File: src/rtl/ihss_pkg.sv
`timescale 1ns / 1ps
// ----------------------------------------------------------------------------
// ihss_pkg
// Shared types, codes and signature tables for the image header size sniffer.
// ----------------------------------------------------------------------------
package ihss_pkg;

    // Default width of the byte position counter.
    localparam int POSITION_BITS_DEF = 32;

    // Stream widths.
    localparam int S_TDATA_W = 8;
    localparam int M_TDATA_W = 72;

    // Format codes.
    localparam logic [1:0] FMT_PNG     = 2'd0;
    localparam logic [1:0] FMT_GIF     = 2'd1;
    localparam logic [1:0] FMT_JPEG    = 2'd2;
    localparam logic [1:0] FMT_UNKNOWN = 2'd3;

    // Record kinds.
    localparam logic KIND_DIMS    = 1'b0;
    localparam logic KIND_VERDICT = 1'b1;

    // Candidate bits in the magic match flags.
    localparam int CAND_PNG    = 0;
    localparam int CAND_GIF87  = 1;
    localparam int CAND_GIF89  = 2;
    localparam int CAND_JPEG   = 3;

    // JPEG marker bytes.
    localparam logic [7:0] MRK_PREFIX = 8'hFF;
    localparam logic [7:0] MRK_SOI    = 8'hD8;
    localparam logic [7:0] MRK_EOI    = 8'hD9;
    localparam logic [7:0] MRK_SOS    = 8'hDA;
    localparam logic [7:0] MRK_SOF0   = 8'hC0;
    localparam logic [7:0] MRK_SOF2   = 8'hC2;

    // GIF version digits.
    localparam logic [7:0] GIF_VER_7 = 8'h37;
    localparam logic [7:0] GIF_VER_9 = 8'h39;

    // Positions of interest in the file.
    localparam int MIN_FILE_LAST = 31;
    localparam int PNG_DIM_FIRST = 16;
    localparam int PNG_WID_LAST  = 19;
    localparam int PNG_DIM_LAST  = 23;
    localparam int GIF_DIM_FIRST = 6;
    localparam int GIF_DIM_LAST  = 9;
    localparam int MAGIC_LEN     = 8;
    localparam int GIF_MAGIC_LEN = 6;

    // JPEG walker phases.
    typedef enum logic [6:0] {
        PH_HEADER  = 7'b0000001,
        PH_WANT_FF = 7'b0000010,
        PH_MARKER  = 7'b0000100,
        PH_LEN_HI  = 7'b0001000,
        PH_LEN_LO  = 7'b0010000,
        PH_BODY    = 7'b0100000,
        PH_SCAN    = 7'b1000000
    } phase_t;

    // PNG signature byte at a given position.
    function automatic logic [7:0] png_sig(input logic [2:0] idx);
        logic [7:0] v;
        case (idx)
            3'd0:    v = 8'd137;
            3'd1:    v = 8'd80;
            3'd2:    v = 8'd78;
            3'd3:    v = 8'd71;
            3'd4:    v = 8'd13;
            3'd5:    v = 8'd10;
            3'd6:    v = 8'd26;
            default: v = 8'd10;
        endcase
        return v;
    endfunction

    // GIF signature byte at a given position (the version digit is checked apart).
    function automatic logic [7:0] gif_sig(input logic [2:0] idx);
        logic [7:0] v;
        case (idx)
            3'd0:    v = 8'h47;
            3'd1:    v = 8'h49;
            3'd2:    v = 8'h46;
            3'd3:    v = 8'h38;
            3'd4:    v = 8'h37;
            3'd5:    v = 8'h61;
            default: v = 8'h00;
        endcase
        return v;
    endfunction

endpackage

File: src/rtl/image_header_size_sniffer.sv
`timescale 1ns / 1ps
// ----------------------------------------------------------------------------
// image_header_size_sniffer
// Recognizes PNG, GIF and JPEG files from a byte stream, reports the image
// dimensions found in the header and a verdict on the last byte of each file.
// ----------------------------------------------------------------------------
//  Channel | Direction | tdata                                  | tuser       | tlast
//  s_      | in        | [7:0] data_byte                        | -           | end_of_file
//  m_      | out       | width, height, format, status (72 bit) | record_kind | -
//
//  Each byte passes an input register and then combinational parsing logic
//  into the result register, so a transaction is taken every cycle while
//  parsing does not stall, and a result is loaded into the result register
//  when its byte advances out of the input register.
//  A waiting result does not block input: parsing stalls only when a held
//  result is not taken and the registered byte would produce a new one.
//  Reset (aresetn low, synchronous) clears valid flags and parser state;
//  after each verdict the parser returns to its reset state for the next file.
// ----------------------------------------------------------------------------
module image_header_size_sniffer
    import ihss_pkg::*;
#(
    parameter int POSITION_BITS = POSITION_BITS_DEF
) (
    input  logic                 aclk,
    input  logic                 aresetn,
    // Input bytes.
    input  logic                 s_tvalid,
    output logic                 s_tready,
    input  logic [S_TDATA_W-1:0] s_tdata,   // [7:0] data_byte
    input  logic                 s_tlast,   // end_of_file
    // Result records.
    output logic                 m_tvalid,
    input  logic                 m_tready,
    output logic [M_TDATA_W-1:0] m_tdata,   // [31:0] width, [63:32] height,
                                            // [65:64] format, [66] status,
                                            // [71:67] zero
    output logic                 m_tuser    // record_kind
);

    localparam logic [POSITION_BITS-1:0] POS_MAX = '1;

    // Input register.
    logic       in_valid_reg, in_valid_next;
    logic [7:0] in_byte_reg;
    logic       in_last_reg;

    // Parser state.
    logic [POSITION_BITS-1:0] pos_reg, pos_next;
    logic [1:0]  fmt_reg, fmt_next;
    logic [3:0]  flags_reg, flags_next;
    phase_t      phase_reg, phase_next;
    logic [16:0] seg_off_reg, seg_off_next;
    logic [15:0] seg_len_reg, seg_len_next;
    logic [7:0]  marker_reg, marker_next;
    logic [31:0] width_reg, width_next;
    logic [31:0] height_reg, height_next;
    logic [7:0]  prev_reg, prev_next;
    logic        err_reg, err_next;
    logic        scan_reg, scan_next;

    // Result register.
    logic        out_valid_reg, out_valid_next;
    logic        out_kind_reg, out_kind_next;
    logic [31:0] out_width_reg, out_width_next;
    logic [31:0] out_height_reg, out_height_next;
    logic [1:0]  out_fmt_reg, out_fmt_next;
    logic        out_status_reg, out_status_next;

    // Handshake and advance.
    logic advance;
    logic emit;

    assign advance  = in_valid_reg && (!emit || !out_valid_reg || m_tready);
    assign s_tready = !in_valid_reg || advance;

    assign m_tvalid = out_valid_reg;
    assign m_tuser  = out_kind_reg;
    assign m_tdata  = {5'd0, out_status_reg, out_fmt_reg, out_height_reg, out_width_reg};

    // Parse the registered byte.
    always_comb begin
        logic [7:0]  b;
        logic [2:0]  p;
        logic        dims;
        logic        sof;
        logic        bad;
        logic [15:0] len_v;
        logic [16:0] off_v;

        b     = in_byte_reg;
        p     = pos_reg[2:0];
        dims  = 1'b0;
        bad   = 1'b0;
        emit  = 1'b0;
        sof   = (marker_reg == MRK_SOF0) || (marker_reg == MRK_SOF2);
        len_v = {seg_len_reg[15:8], b};
        off_v = seg_off_reg + 17'd1;

        pos_next     = pos_reg;
        fmt_next     = fmt_reg;
        flags_next   = flags_reg;
        phase_next   = phase_reg;
        seg_off_next = seg_off_reg;
        seg_len_next = seg_len_reg;
        marker_next  = marker_reg;
        width_next   = width_reg;
        height_next  = height_reg;
        err_next     = err_reg;
        scan_next    = scan_reg;

        out_kind_next   = out_kind_reg;
        out_width_next  = out_width_reg;
        out_height_next = out_height_reg;
        out_fmt_next    = out_fmt_reg;
        out_status_next = out_status_reg;

        if (!err_reg) begin
            // Magic bytes at the start of the file.
            if (pos_reg < POSITION_BITS'(MAGIC_LEN)) begin
                if (b != png_sig(p)) flags_next[CAND_PNG] = 1'b0;
                if (pos_reg < POSITION_BITS'(GIF_MAGIC_LEN)) begin
                    if (p == 3'd4) begin
                        if (b != GIF_VER_7) flags_next[CAND_GIF87] = 1'b0;
                        if (b != GIF_VER_9) flags_next[CAND_GIF89] = 1'b0;
                    end else if (b != gif_sig(p)) begin
                        flags_next[CAND_GIF87] = 1'b0;
                        flags_next[CAND_GIF89] = 1'b0;
                    end
                end
                if (p == 3'd0 && b != MRK_PREFIX) flags_next[CAND_JPEG] = 1'b0;
                if (p == 3'd1 && b != MRK_SOI) flags_next[CAND_JPEG] = 1'b0;

                if (p == 3'd1 && flags_next[CAND_JPEG]) begin
                    fmt_next   = FMT_JPEG;
                    phase_next = PH_WANT_FF;
                end
                if (p == 3'd5 && (flags_next[CAND_GIF87] || flags_next[CAND_GIF89])) begin
                    fmt_next = FMT_GIF;
                end
                if (p == 3'd7 && flags_next[CAND_PNG]) fmt_next = FMT_PNG;
                if (fmt_next == FMT_UNKNOWN && flags_next == 4'd0) err_next = 1'b1;
            end

            // Header fields for the recognized format.
            if (!err_next) begin
                if (fmt_next == FMT_PNG && pos_reg >= POSITION_BITS'(PNG_DIM_FIRST)
                        && pos_reg <= POSITION_BITS'(PNG_DIM_LAST)) begin
                    if (pos_reg <= POSITION_BITS'(PNG_WID_LAST)) begin
                        width_next = {width_reg[23:0], b};
                    end else begin
                        height_next = {height_reg[23:0], b};
                    end
                    dims = (pos_reg == POSITION_BITS'(PNG_DIM_LAST));
                end else if (fmt_next == FMT_GIF && pos_reg >= POSITION_BITS'(GIF_DIM_FIRST)
                        && pos_reg <= POSITION_BITS'(GIF_DIM_LAST)) begin
                    case (pos_reg[1:0])
                        2'd2:    width_next  = {24'd0, b};
                        2'd3:    width_next  = {16'd0, b, width_reg[7:0]};
                        2'd0:    height_next = {24'd0, b};
                        default: height_next = {16'd0, b, height_reg[7:0]};
                    endcase
                    dims = (pos_reg == POSITION_BITS'(GIF_DIM_LAST));
                end else if (fmt_next == FMT_JPEG && pos_reg >= POSITION_BITS'(2)) begin
                    // JPEG marker segment walk.
                    case (phase_reg)
                        PH_WANT_FF: begin
                            if (b != MRK_PREFIX) err_next = 1'b1;
                            else phase_next = PH_MARKER;
                        end
                        PH_MARKER: begin
                            marker_next = b;
                            if (b == MRK_SOS) begin
                                scan_next  = 1'b1;
                                phase_next = PH_SCAN;
                            end else begin
                                phase_next = PH_LEN_HI;
                            end
                        end
                        PH_LEN_HI: begin
                            seg_len_next = {b, 8'd0};
                            phase_next   = PH_LEN_LO;
                        end
                        PH_LEN_LO: begin
                            seg_len_next = len_v;
                            if (len_v < 16'd2 || (sof && len_v < 16'd7)) begin
                                err_next = 1'b1;
                            end else begin
                                seg_off_next = 17'd4;
                                phase_next   = (len_v == 16'd2) ? PH_WANT_FF : PH_BODY;
                            end
                        end
                        PH_BODY: begin
                            if (sof) begin
                                if (seg_off_reg == 17'd5 || seg_off_reg == 17'd6) begin
                                    height_next = {16'd0, height_reg[7:0], b};
                                end
                                if (seg_off_reg == 17'd7 || seg_off_reg == 17'd8) begin
                                    width_next = {16'd0, width_reg[7:0], b};
                                end
                                dims = (seg_off_reg == 17'd8);
                            end
                            seg_off_next = off_v;
                            if (off_v >= {1'b0, seg_len_reg} + 17'd2) phase_next = PH_WANT_FF;
                        end
                        default: begin
                        end
                    endcase
                end
            end
        end

        prev_next = b;
        if (pos_reg != POS_MAX) pos_next = pos_reg + POSITION_BITS'(1);

        // Verdict on the last byte, or a dimension record.
        if (in_last_reg) begin
            bad = err_next || pos_reg < POSITION_BITS'(MIN_FILE_LAST)
                || fmt_next == FMT_UNKNOWN;
            if (fmt_next == FMT_JPEG) begin
                if ({prev_reg, b} != {MRK_PREFIX, MRK_EOI}) bad = 1'b1;
                if (!scan_next && phase_next != PH_WANT_FF) bad = 1'b1;
                if (dims) bad = 1'b1;
            end
            emit            = 1'b1;
            out_kind_next   = KIND_VERDICT;
            out_width_next  = 32'd0;
            out_height_next = 32'd0;
            out_fmt_next    = fmt_next;
            out_status_next = bad;

            // Back to the reset state for the next file.
            pos_next     = '0;
            fmt_next     = FMT_UNKNOWN;
            flags_next   = 4'hF;
            phase_next   = PH_HEADER;
            seg_off_next = 17'd0;
            seg_len_next = 16'd0;
            marker_next  = 8'd0;
            width_next   = 32'd0;
            height_next  = 32'd0;
            prev_next    = 8'd0;
            err_next     = 1'b0;
            scan_next    = 1'b0;
        end else if (dims) begin
            emit            = 1'b1;
            out_kind_next   = KIND_DIMS;
            out_width_next  = width_next;
            out_height_next = height_next;
            out_fmt_next    = fmt_next;
            out_status_next = 1'b0;
        end
    end

    // Valid flags of the input and result registers.
    always_comb begin
        in_valid_next = in_valid_reg;
        if (s_tready) in_valid_next = s_tvalid;

        out_valid_next = out_valid_reg;
        if (out_valid_reg && m_tready) out_valid_next = 1'b0;
        if (advance && emit) out_valid_next = 1'b1;
    end

    // Control and parser state.
    always_ff @(posedge aclk) begin
        if (!aresetn) begin
            in_valid_reg  <= 1'b0;
            out_valid_reg <= 1'b0;
            pos_reg       <= '0;
            fmt_reg       <= FMT_UNKNOWN;
            flags_reg     <= 4'hF;
            phase_reg     <= PH_HEADER;
            seg_off_reg   <= 17'd0;
            seg_len_reg   <= 16'd0;
            marker_reg    <= 8'd0;
            width_reg     <= 32'd0;
            height_reg    <= 32'd0;
            prev_reg      <= 8'd0;
            err_reg       <= 1'b0;
            scan_reg      <= 1'b0;
        end else begin
            in_valid_reg  <= in_valid_next;
            out_valid_reg <= out_valid_next;
            if (advance) begin
                pos_reg     <= pos_next;
                fmt_reg     <= fmt_next;
                flags_reg   <= flags_next;
                phase_reg   <= phase_next;
                seg_off_reg <= seg_off_next;
                seg_len_reg <= seg_len_next;
                marker_reg  <= marker_next;
                width_reg   <= width_next;
                height_reg  <= height_next;
                prev_reg    <= prev_next;
                err_reg     <= err_next;
                scan_reg    <= scan_next;
            end
        end
    end

    // Payload registers.
    always_ff @(posedge aclk) begin
        if (s_tvalid && s_tready) begin
            in_byte_reg <= s_tdata;
            in_last_reg <= s_tlast;
        end
        if (advance && emit) begin
            out_kind_reg   <= out_kind_next;
            out_width_reg  <= out_width_next;
            out_height_reg <= out_height_next;
            out_fmt_reg    <= out_fmt_next;
            out_status_reg <= out_status_next;
        end
    end

endmodule

File: config.mk
export PLATFORM = sky130hd
export DESIGN_NAME = image_header_size_sniffer
export DESIGN_NICKNAME = d
export VERILOG_FILES = /design/src/rtl/ihss_pkg.sv /design/src/rtl/image_header_size_sniffer.sv
export SDC_FILE = /design/constraint.sdc
export NUM_CORES = 1
export LEC_CHECK = 0
export BUFFER_PORTS_ARGS = -buffer_cell sky130_fd_sc_hd__buf_2
export CAP_MARGIN = 10
export CORE_ASPECT_RATIO = 1.75
export CORE_MARGIN = 1
export CORE_UTILIZATION = 40
export CTS_CLUSTER_SIZE = 16
export DETAILED_ROUTE_END_ITERATION = 8
export MAX_ROUTING_LAYER = met4
export PLACE_DENSITY = 0.62
export SYNTH_ARGS = -nofsm -noshare
export SYNTH_HDL_FRONTEND = slang
export SYNTH_SLANG_ARGS = --single-unit
File: constraint.sdc
create_clock -name aclk -period 9.9 [get_ports aclk]
set_input_delay 0.495 -clock aclk [delete_from_list [all_inputs] [get_ports aclk]]
set_output_delay 0.495 -clock aclk [all_outputs]
set_load 0.01 [all_outputs]
## Word level (Yosys, flattened, before mapping)

Cells that the tools add are included.

- Word-level logic and storage cells: 269
- Flip-flop bits (word level): 239
- Input bits: 13
- Output and inout bits: 75

- Reduce and logical (&&, ||, !) cells: 52
- Muxes and demuxes: 136
- Add/subtract/negate cells: 3
- Equality and inequality tests: 44
- Order comparisons: 12

Operators with widths:

| kind | number |
|---|---|
| 32-bit two-way mux | 24 |
| 32-bit case mux with 2 select lines | 2 |
| 17-bit two-way mux | 7 |
| 8-bit two-way mux | 14 |
| 16-bit two-way mux | 6 |
| 7-bit two-way mux | 12 |
| 7-bit case mux with 5 select lines | 2 |
| 32-bit by 5-bit <= comparator with 1-bit output (second input constant) | 2 |
| 17-bit by 3-bit == test with 1-bit output (second input constant) | 3 |
| 8-bit case mux with 6 select lines | 1 |
| 1-bit two-way mux | 45 |
| 17-bit case mux with 2 select lines | 1 |
| 32-bit by 1-bit adder with 32-bit output (second input constant) | 1 |
| 32-bit by 4-bit == test with 1-bit output (second input constant) | 1 |
| 32-bit by 5-bit == test with 1-bit output (second input constant) | 1 |
| 32-bit by 2-bit greater-or-equal comparator with 1-bit output (second input constant) | 1 |
| 32-bit by 3-bit greater-or-equal comparator with 1-bit output (second input constant) | 1 |
| 32-bit by 5-bit greater-or-equal comparator with 1-bit output (second input constant) | 1 |
| 32-bit by 4-bit <= comparator with 1-bit output (second input constant) | 1 |
| 32-bit by 3-bit < comparator with 1-bit output (second input constant) | 1 |
| 32-bit by 4-bit < comparator with 1-bit output (second input constant) | 1 |
| 32-bit by 5-bit < comparator with 1-bit output (second input constant) | 1 |
| 2-bit two-way mux | 16 |
| 32-bit inequality test (second input constant) | 1 |
| other kinds (42) | 101 |

## Logic depth before layout (Yosys ltp)

- Word-level depth: 35
- Mapped depth: 19
- Mapped depth without buffers: 19

## Worst setup path after synthesis

Ideal clock, no wire load.

- Path type: register to register
- Start: reg pos_reg[0]
- End: reg out_kind_reg (netlist: m_tuser) (enable)
- Setup slack: 3.020 ns
- Cell stages (with the launch flop): 18
- Period minus slack after synthesis: 6.880 ns
- Required time: 9.404 ns
- Library setup time: 0.496 ns
- Path buffers: 5
- Data arrival time: 6.384 ns
- Cells stage by stage: dfxtp_1 > buf_2 > inv_1 > ha_1 > clkbuf_1 > o21ba_2 > or4_1 > o211ai_1 > and4_1 > buf_4 > a31oi_2 > a32oi_2 > nor2_1 > o31ai_4 > nand2_2 > buf_6 > buf_2 > nor2_1

- Word-level cells in the longest chain between the ends: 35
- Elaborated cells between the ends (all ways): 80
- Classes of those cells: 7 x order compare; 14 x eq/ne; 37 x mux; 22 x reduce/logical

Ends and longest elaborated chain:

| element | RTL line | text |
|---|---|---|
| from (decl) | image_header_size_sniffer.sv:49 | `logic [POSITION_BITS-1:0] pos_reg, pos_next;` |
| from (signal assigned) | image_header_size_sniffer.sv:286 | `pos_reg <= pos_next;` |
| 3-bit == test (tied with other cells) | ihss_pkg.sv:83, image_header_size_sniffer.sv:138 |  |
| 7-bit case mux with 5 select lines | ihss_pkg.sv:83 | `case (idx)` |
| 8-bit two-way mux | image_header_size_sniffer.sv:123 | `if (p == 3'd4) begin` |
| 8-bit two-way mux | image_header_size_sniffer.sv:122 | `if (pos_reg < POSITION_BITS'(GIF_MAGIC_LEN)) begin` |
| 8-bit two-way mux | image_header_size_sniffer.sv:120 | `if (pos_reg < POSITION_BITS'(MAGIC_LEN)) begin` |
| 8-bit two-way mux | image_header_size_sniffer.sv:118 | `if (!err_reg) begin` |
| 8-bit inequality test | image_header_size_sniffer.sv:126 | `end else if (b != gif_sig(p)) begin` |
| 2-bit two-way mux | image_header_size_sniffer.sv:126 |  |
| (+18 left out) | -- |  |
| 1-bit two-way mux (*) | image_header_size_sniffer.sv:118 |  |
| 1-bit two-way mux | image_header_size_sniffer.sv:245 | `end else if (dims) begin` |
| 1-bit two-way mux | image_header_size_sniffer.sv:217 | `if (in_last_reg) begin` |
| 1-bit logical NOT | image_header_size_sniffer.sv:74 | `assign advance = in_valid_reg && (!emit \|\| !out_valid_reg \|\| m_tready);` |
| 1-bit logical OR (2 in series) | image_header_size_sniffer.sv:74 |  |
| 1-bit logical AND | image_header_size_sniffer.sv:74 |  |
| 1-bit logical AND | image_header_size_sniffer.sv:308 | `if (advance && emit) begin` |
| 2-bit AND reduction (no source line) (*) | -- |  |
| to (signal assigned) | image_header_size_sniffer.sv:309 | `out_kind_reg <= out_kind_next;` |
| to (decl) | image_header_size_sniffer.sv:64 | `logic out_kind_reg, out_kind_next;` |

Every way passes the cells marked *; elsewhere a longest branch is shown, timed or not. The select of a mux whose other input is x is not followed.
A chain may end at the register's enable or synchronous reset.

## Final worst setup path

- Start: reg pos_reg[0]
- End: out s_tready

- Word-level cells in the longest chain between the ends: 34
- Elaborated cells between the ends (all ways): 78
- Classes of those cells: 7 x order compare; 14 x eq/ne; 37 x mux; 20 x reduce/logical

Ends and longest elaborated chain:

| element | RTL line | text |
|---|---|---|
| 3-bit == test (tied with other cells) | ihss_pkg.sv:83, image_header_size_sniffer.sv:138 |  |
| 7-bit case mux with 5 select lines | ihss_pkg.sv:83 |  |
| 8-bit two-way mux | image_header_size_sniffer.sv:123 |  |
| 8-bit two-way mux | image_header_size_sniffer.sv:122 |  |
| 8-bit two-way mux | image_header_size_sniffer.sv:120 |  |
| 8-bit two-way mux | image_header_size_sniffer.sv:118 |  |
| 8-bit inequality test | image_header_size_sniffer.sv:126 |  |
| 2-bit two-way mux | image_header_size_sniffer.sv:126 |  |
| (+17 left out) | -- |  |
| 1-bit two-way mux (*) | image_header_size_sniffer.sv:146 | `if (!err_next) begin` |
| 1-bit two-way mux (*) | image_header_size_sniffer.sv:118 |  |
| 1-bit two-way mux (*) | image_header_size_sniffer.sv:245 |  |
| 1-bit two-way mux (*) | image_header_size_sniffer.sv:217 |  |
| 1-bit logical NOT (*) | image_header_size_sniffer.sv:74 |  |
| 1-bit logical OR (*) (2 in series) | image_header_size_sniffer.sv:74 |  |
| 1-bit logical AND (*) | image_header_size_sniffer.sv:74 |  |
| 1-bit logical OR (*) | image_header_size_sniffer.sv:75 | `assign s_tready = !in_valid_reg \|\| advance;` |
| to (decl) | image_header_size_sniffer.sv:29 | `output logic s_tready,` |

Marks and branches as above.

==> impl_metrics.csv <==
group,metric,value,unit
status,status,"finished clean",
yosys,ys_seq_area_share,40.69,%
critical_path,path_buf_inv,1,
final_layout,fin_util,44.69,%
pwr,power,2.042,mW
critical_path,slowest_stage,"ha_1",
min_path,hold_start,"s_tdata[2]",
routing,viasPerCell,6.031,
cts,numCtsBuffers,23,
critical_path,startpoint,"pos_reg[0]",
cts,cts_buffer_depth,3,
routing,vias,12200,
cts,clock_sinks,238,
critical_path,path_cells,"ha_1, ha_1, a211oi_1, xnor2_1, nor4_1, and4_1, a31oi_2, a32oi_2, nor2_1, or3_1, a21oi_1, nand3b_1, buf_2",
critical_path,end_kind,"primary output",
grt,antenna_found_initial,0,
cts,path_clk_slew,70,ps
cts,cts-root-buf,"clkbuf_16",
yosys,ys_ff_latch,238,
placement,gp_congestion,0.9339,
cts,cts.repair.resized,0,
placement,numPortBuffers,82,
cts,cts_tree,"built",
final_layout,syn_to_final_growth,10.49,%
grt,grt-ovfl-total,0,
timing,drv_slew,0,
timing,setup_violations,0,
yosys,synthCells,1533,
floorplanning,io-pin-count,88,
pwr,p_per_area,135.8,nW/um2
final_layout,drive_gt1_share,12.00,%
floorplanning,fp-row-count,89,
yosys,ys_warn_count,0,
timing,fin_crit_sh,57.71,%
min_path,worstHoldPathType,"in2reg",
cts,cts_hold_buf,0,
yosys,syn_area_per_cell,8.873,um2
timing,skew,16.95,ps
routing,drc,0,
yosys,synth_area_leaders,"dfxtp_1 24%, edfxtp_1 17%, a22o_1 4.6%",
critical_path,r2r-start,"pos_reg[0]",
floorplanning,core_area,33630,um2
final_layout,layout.nets,1593,
routing,final_antenna_net_count,0,
timing,hold_viol,0,
grt,gr-usage-all-layers,24.81,%
placement,place_hpwl,29.23,mm
critical_path,cpPeakStageDelay,860,ps
yosys,ys_types,85,
yosys,synth_ff_type,"dfxtp_1",
yosys,yosysTopAreaCellShare,23.69,%
timing,period_needed,5713,ps
timing,slew_headroom,13.62,%
critical_path,cp_top_family,"simple AND/OR/NAND/NOR gates",
critical_path,path_class,"reg2out",
critical_path,critPathMaxFanout,19,
floorplanning,die_area,34780,um2
yosys,yosys.cell_count.top_type,"dfxtp_1",
routing,first_iter_violations,771,
yosys,synth_common_cells,"161 x dfxtp_1, 153 x nand2_1, 122 x nor2_1",
floorplanning,die_y,246.0,um
cts,clock_latency,540,ps
yosys,synth_edf_count,77,
timing,rsz0062_at_grt,"false",
routing,dr.pass1.iters,5,
final_layout,diodes,0,
yosys,synth.largest_area_cell,"dfxtp_1",
critical_path,cp_common_cell,"ha_1",
timing,worst_slew_pin_slew,1296,ps
pwr,vdd_drop_max,0.08207,mV
grt,grt_pass1_wl,65.34,mm
timing,timing.setup.tns,0,ps
grt,grt_max_degree,68,
routing,wl_per_cell,20.98,um
cts,htree_num_levels,1,
yosys,synthesis.area,13600,um2
critical_path,arrival,5220,ps
cts,cts_setup_buffers,0,
critical_path,critical_path_required,9410,ps
yosys,async_flop_share,0,%
floorplanning,die-width,141.4,um
pwr,leakage,5.744,nW
critical_path,critPathLaunchType,"flip-flop",
grt,grt_pass1_vias,11890,
timing,clock.fmax,0.1750,GHz
floorplanning,start_util,40.45,%
run,cap_violations,0,
routing,wl,42.43,mm
## path summary, 6_finish.rpt
| kind | to | slack [ps] | depth (start not counted) |
|---|---|---|---|
| worst min register to register | prev_reg[3] | 450 | 2 |
| worst max-delay path | s_tready | 4190 | 13 |
| worst max register to register | width_reg[24] | 4240 | 14 |
| worst min-delay path | in_byte_reg[2] | 130 | 1 |
## cells in the final DEF (no fill, tap or decap), types with 13 or more instances in the layout
cell type,synthesis,routed
ha_1,30,30
o2bb2ai_1,19,19
a21oi_1,93,92
nor3_1,43,43
dfxtp_1,161,161
nand2b_1,16,16
a211oi_1,14,14
clkbuf_16,0,23
or3_1,16,16
xor2_1,16,16
nor2_1,122,119
a32o_1,14,14
buf_4,13,32
mux2i_1,61,61
buf_2,23,82
nand3_1,61,61
nand4_1,24,24
o22ai_1,20,20
o211ai_1,13,13
nor4_1,24,22
inv_1,32,32
a221oi_1,19,19
o21ai_0,62,62
and2_1,15,15
nand2_1,153,153
a22o_1,72,72
xnor2_1,39,39
edfxtp_1,77,77
and3_1,22,22
## cells by family after synthesis
| logic type | count (synthesis) | share of synthesized area, % |
|---|---|---|
| flip-flops | 238 | 40.69 |
| buffers and inverters | 159 | 5.013 |
| adder cells (fa/ha/maj) | 30 | 2.759 |
| XOR/XNOR | 55 | 3.541 |
| AO/OA/AOI/OAI | 426 | 22.72 |
| AND/OR/NAND/NOR | 562 | 20.68 |
| multiplexers | 62 | 4.571 |
| other | 1 | 0.02757 |
## area by class of cell
cell class | count | area (um2)
clock buffer | 29 | 608.1
multi-input combinational | 1140 | 7438
sequential | 238 | 5535
inverter | 33 | 123.9
timing repair buffer | 114 | 650.6
clock inverter | 13 | 103.9
fill | 3388 | 18600
tap | 455 | 569.3
## where the power goes
part | internal, mW | total [mW] | switching, mW
clock | 0.446 | 0.856 | 0.411
combinational | 0.0431 | 0.153 | 0.110
sequential | 1.02 | 1.03 | 0.0132
## metrics by stage
stage	cells	hold slack, ps	setup WS [ps]	instance area [um2]
4_1_cts	2022	115.7	4234	15030
6_report	2022	127.2	4187	15030
5_1_grt	2022	121.3	3904	15030
3_5_place_dp	1980	449.0	4333	14320
3_3_place_gp	1980	439.8	4475	14320
2_1_floorplan	1537	420.6	3020	13620
## metal layers
layer  wire length, um  up-vias  GRT usage (%)
li1                  -     5757              -
met1             15800     5876          25.27
met2             22500      426          45.57
met3              1959      136          2.785
met4              2170        0          14.26
met5                 0        -              -
Note: power is estimated with default switching activity, not from simulation.
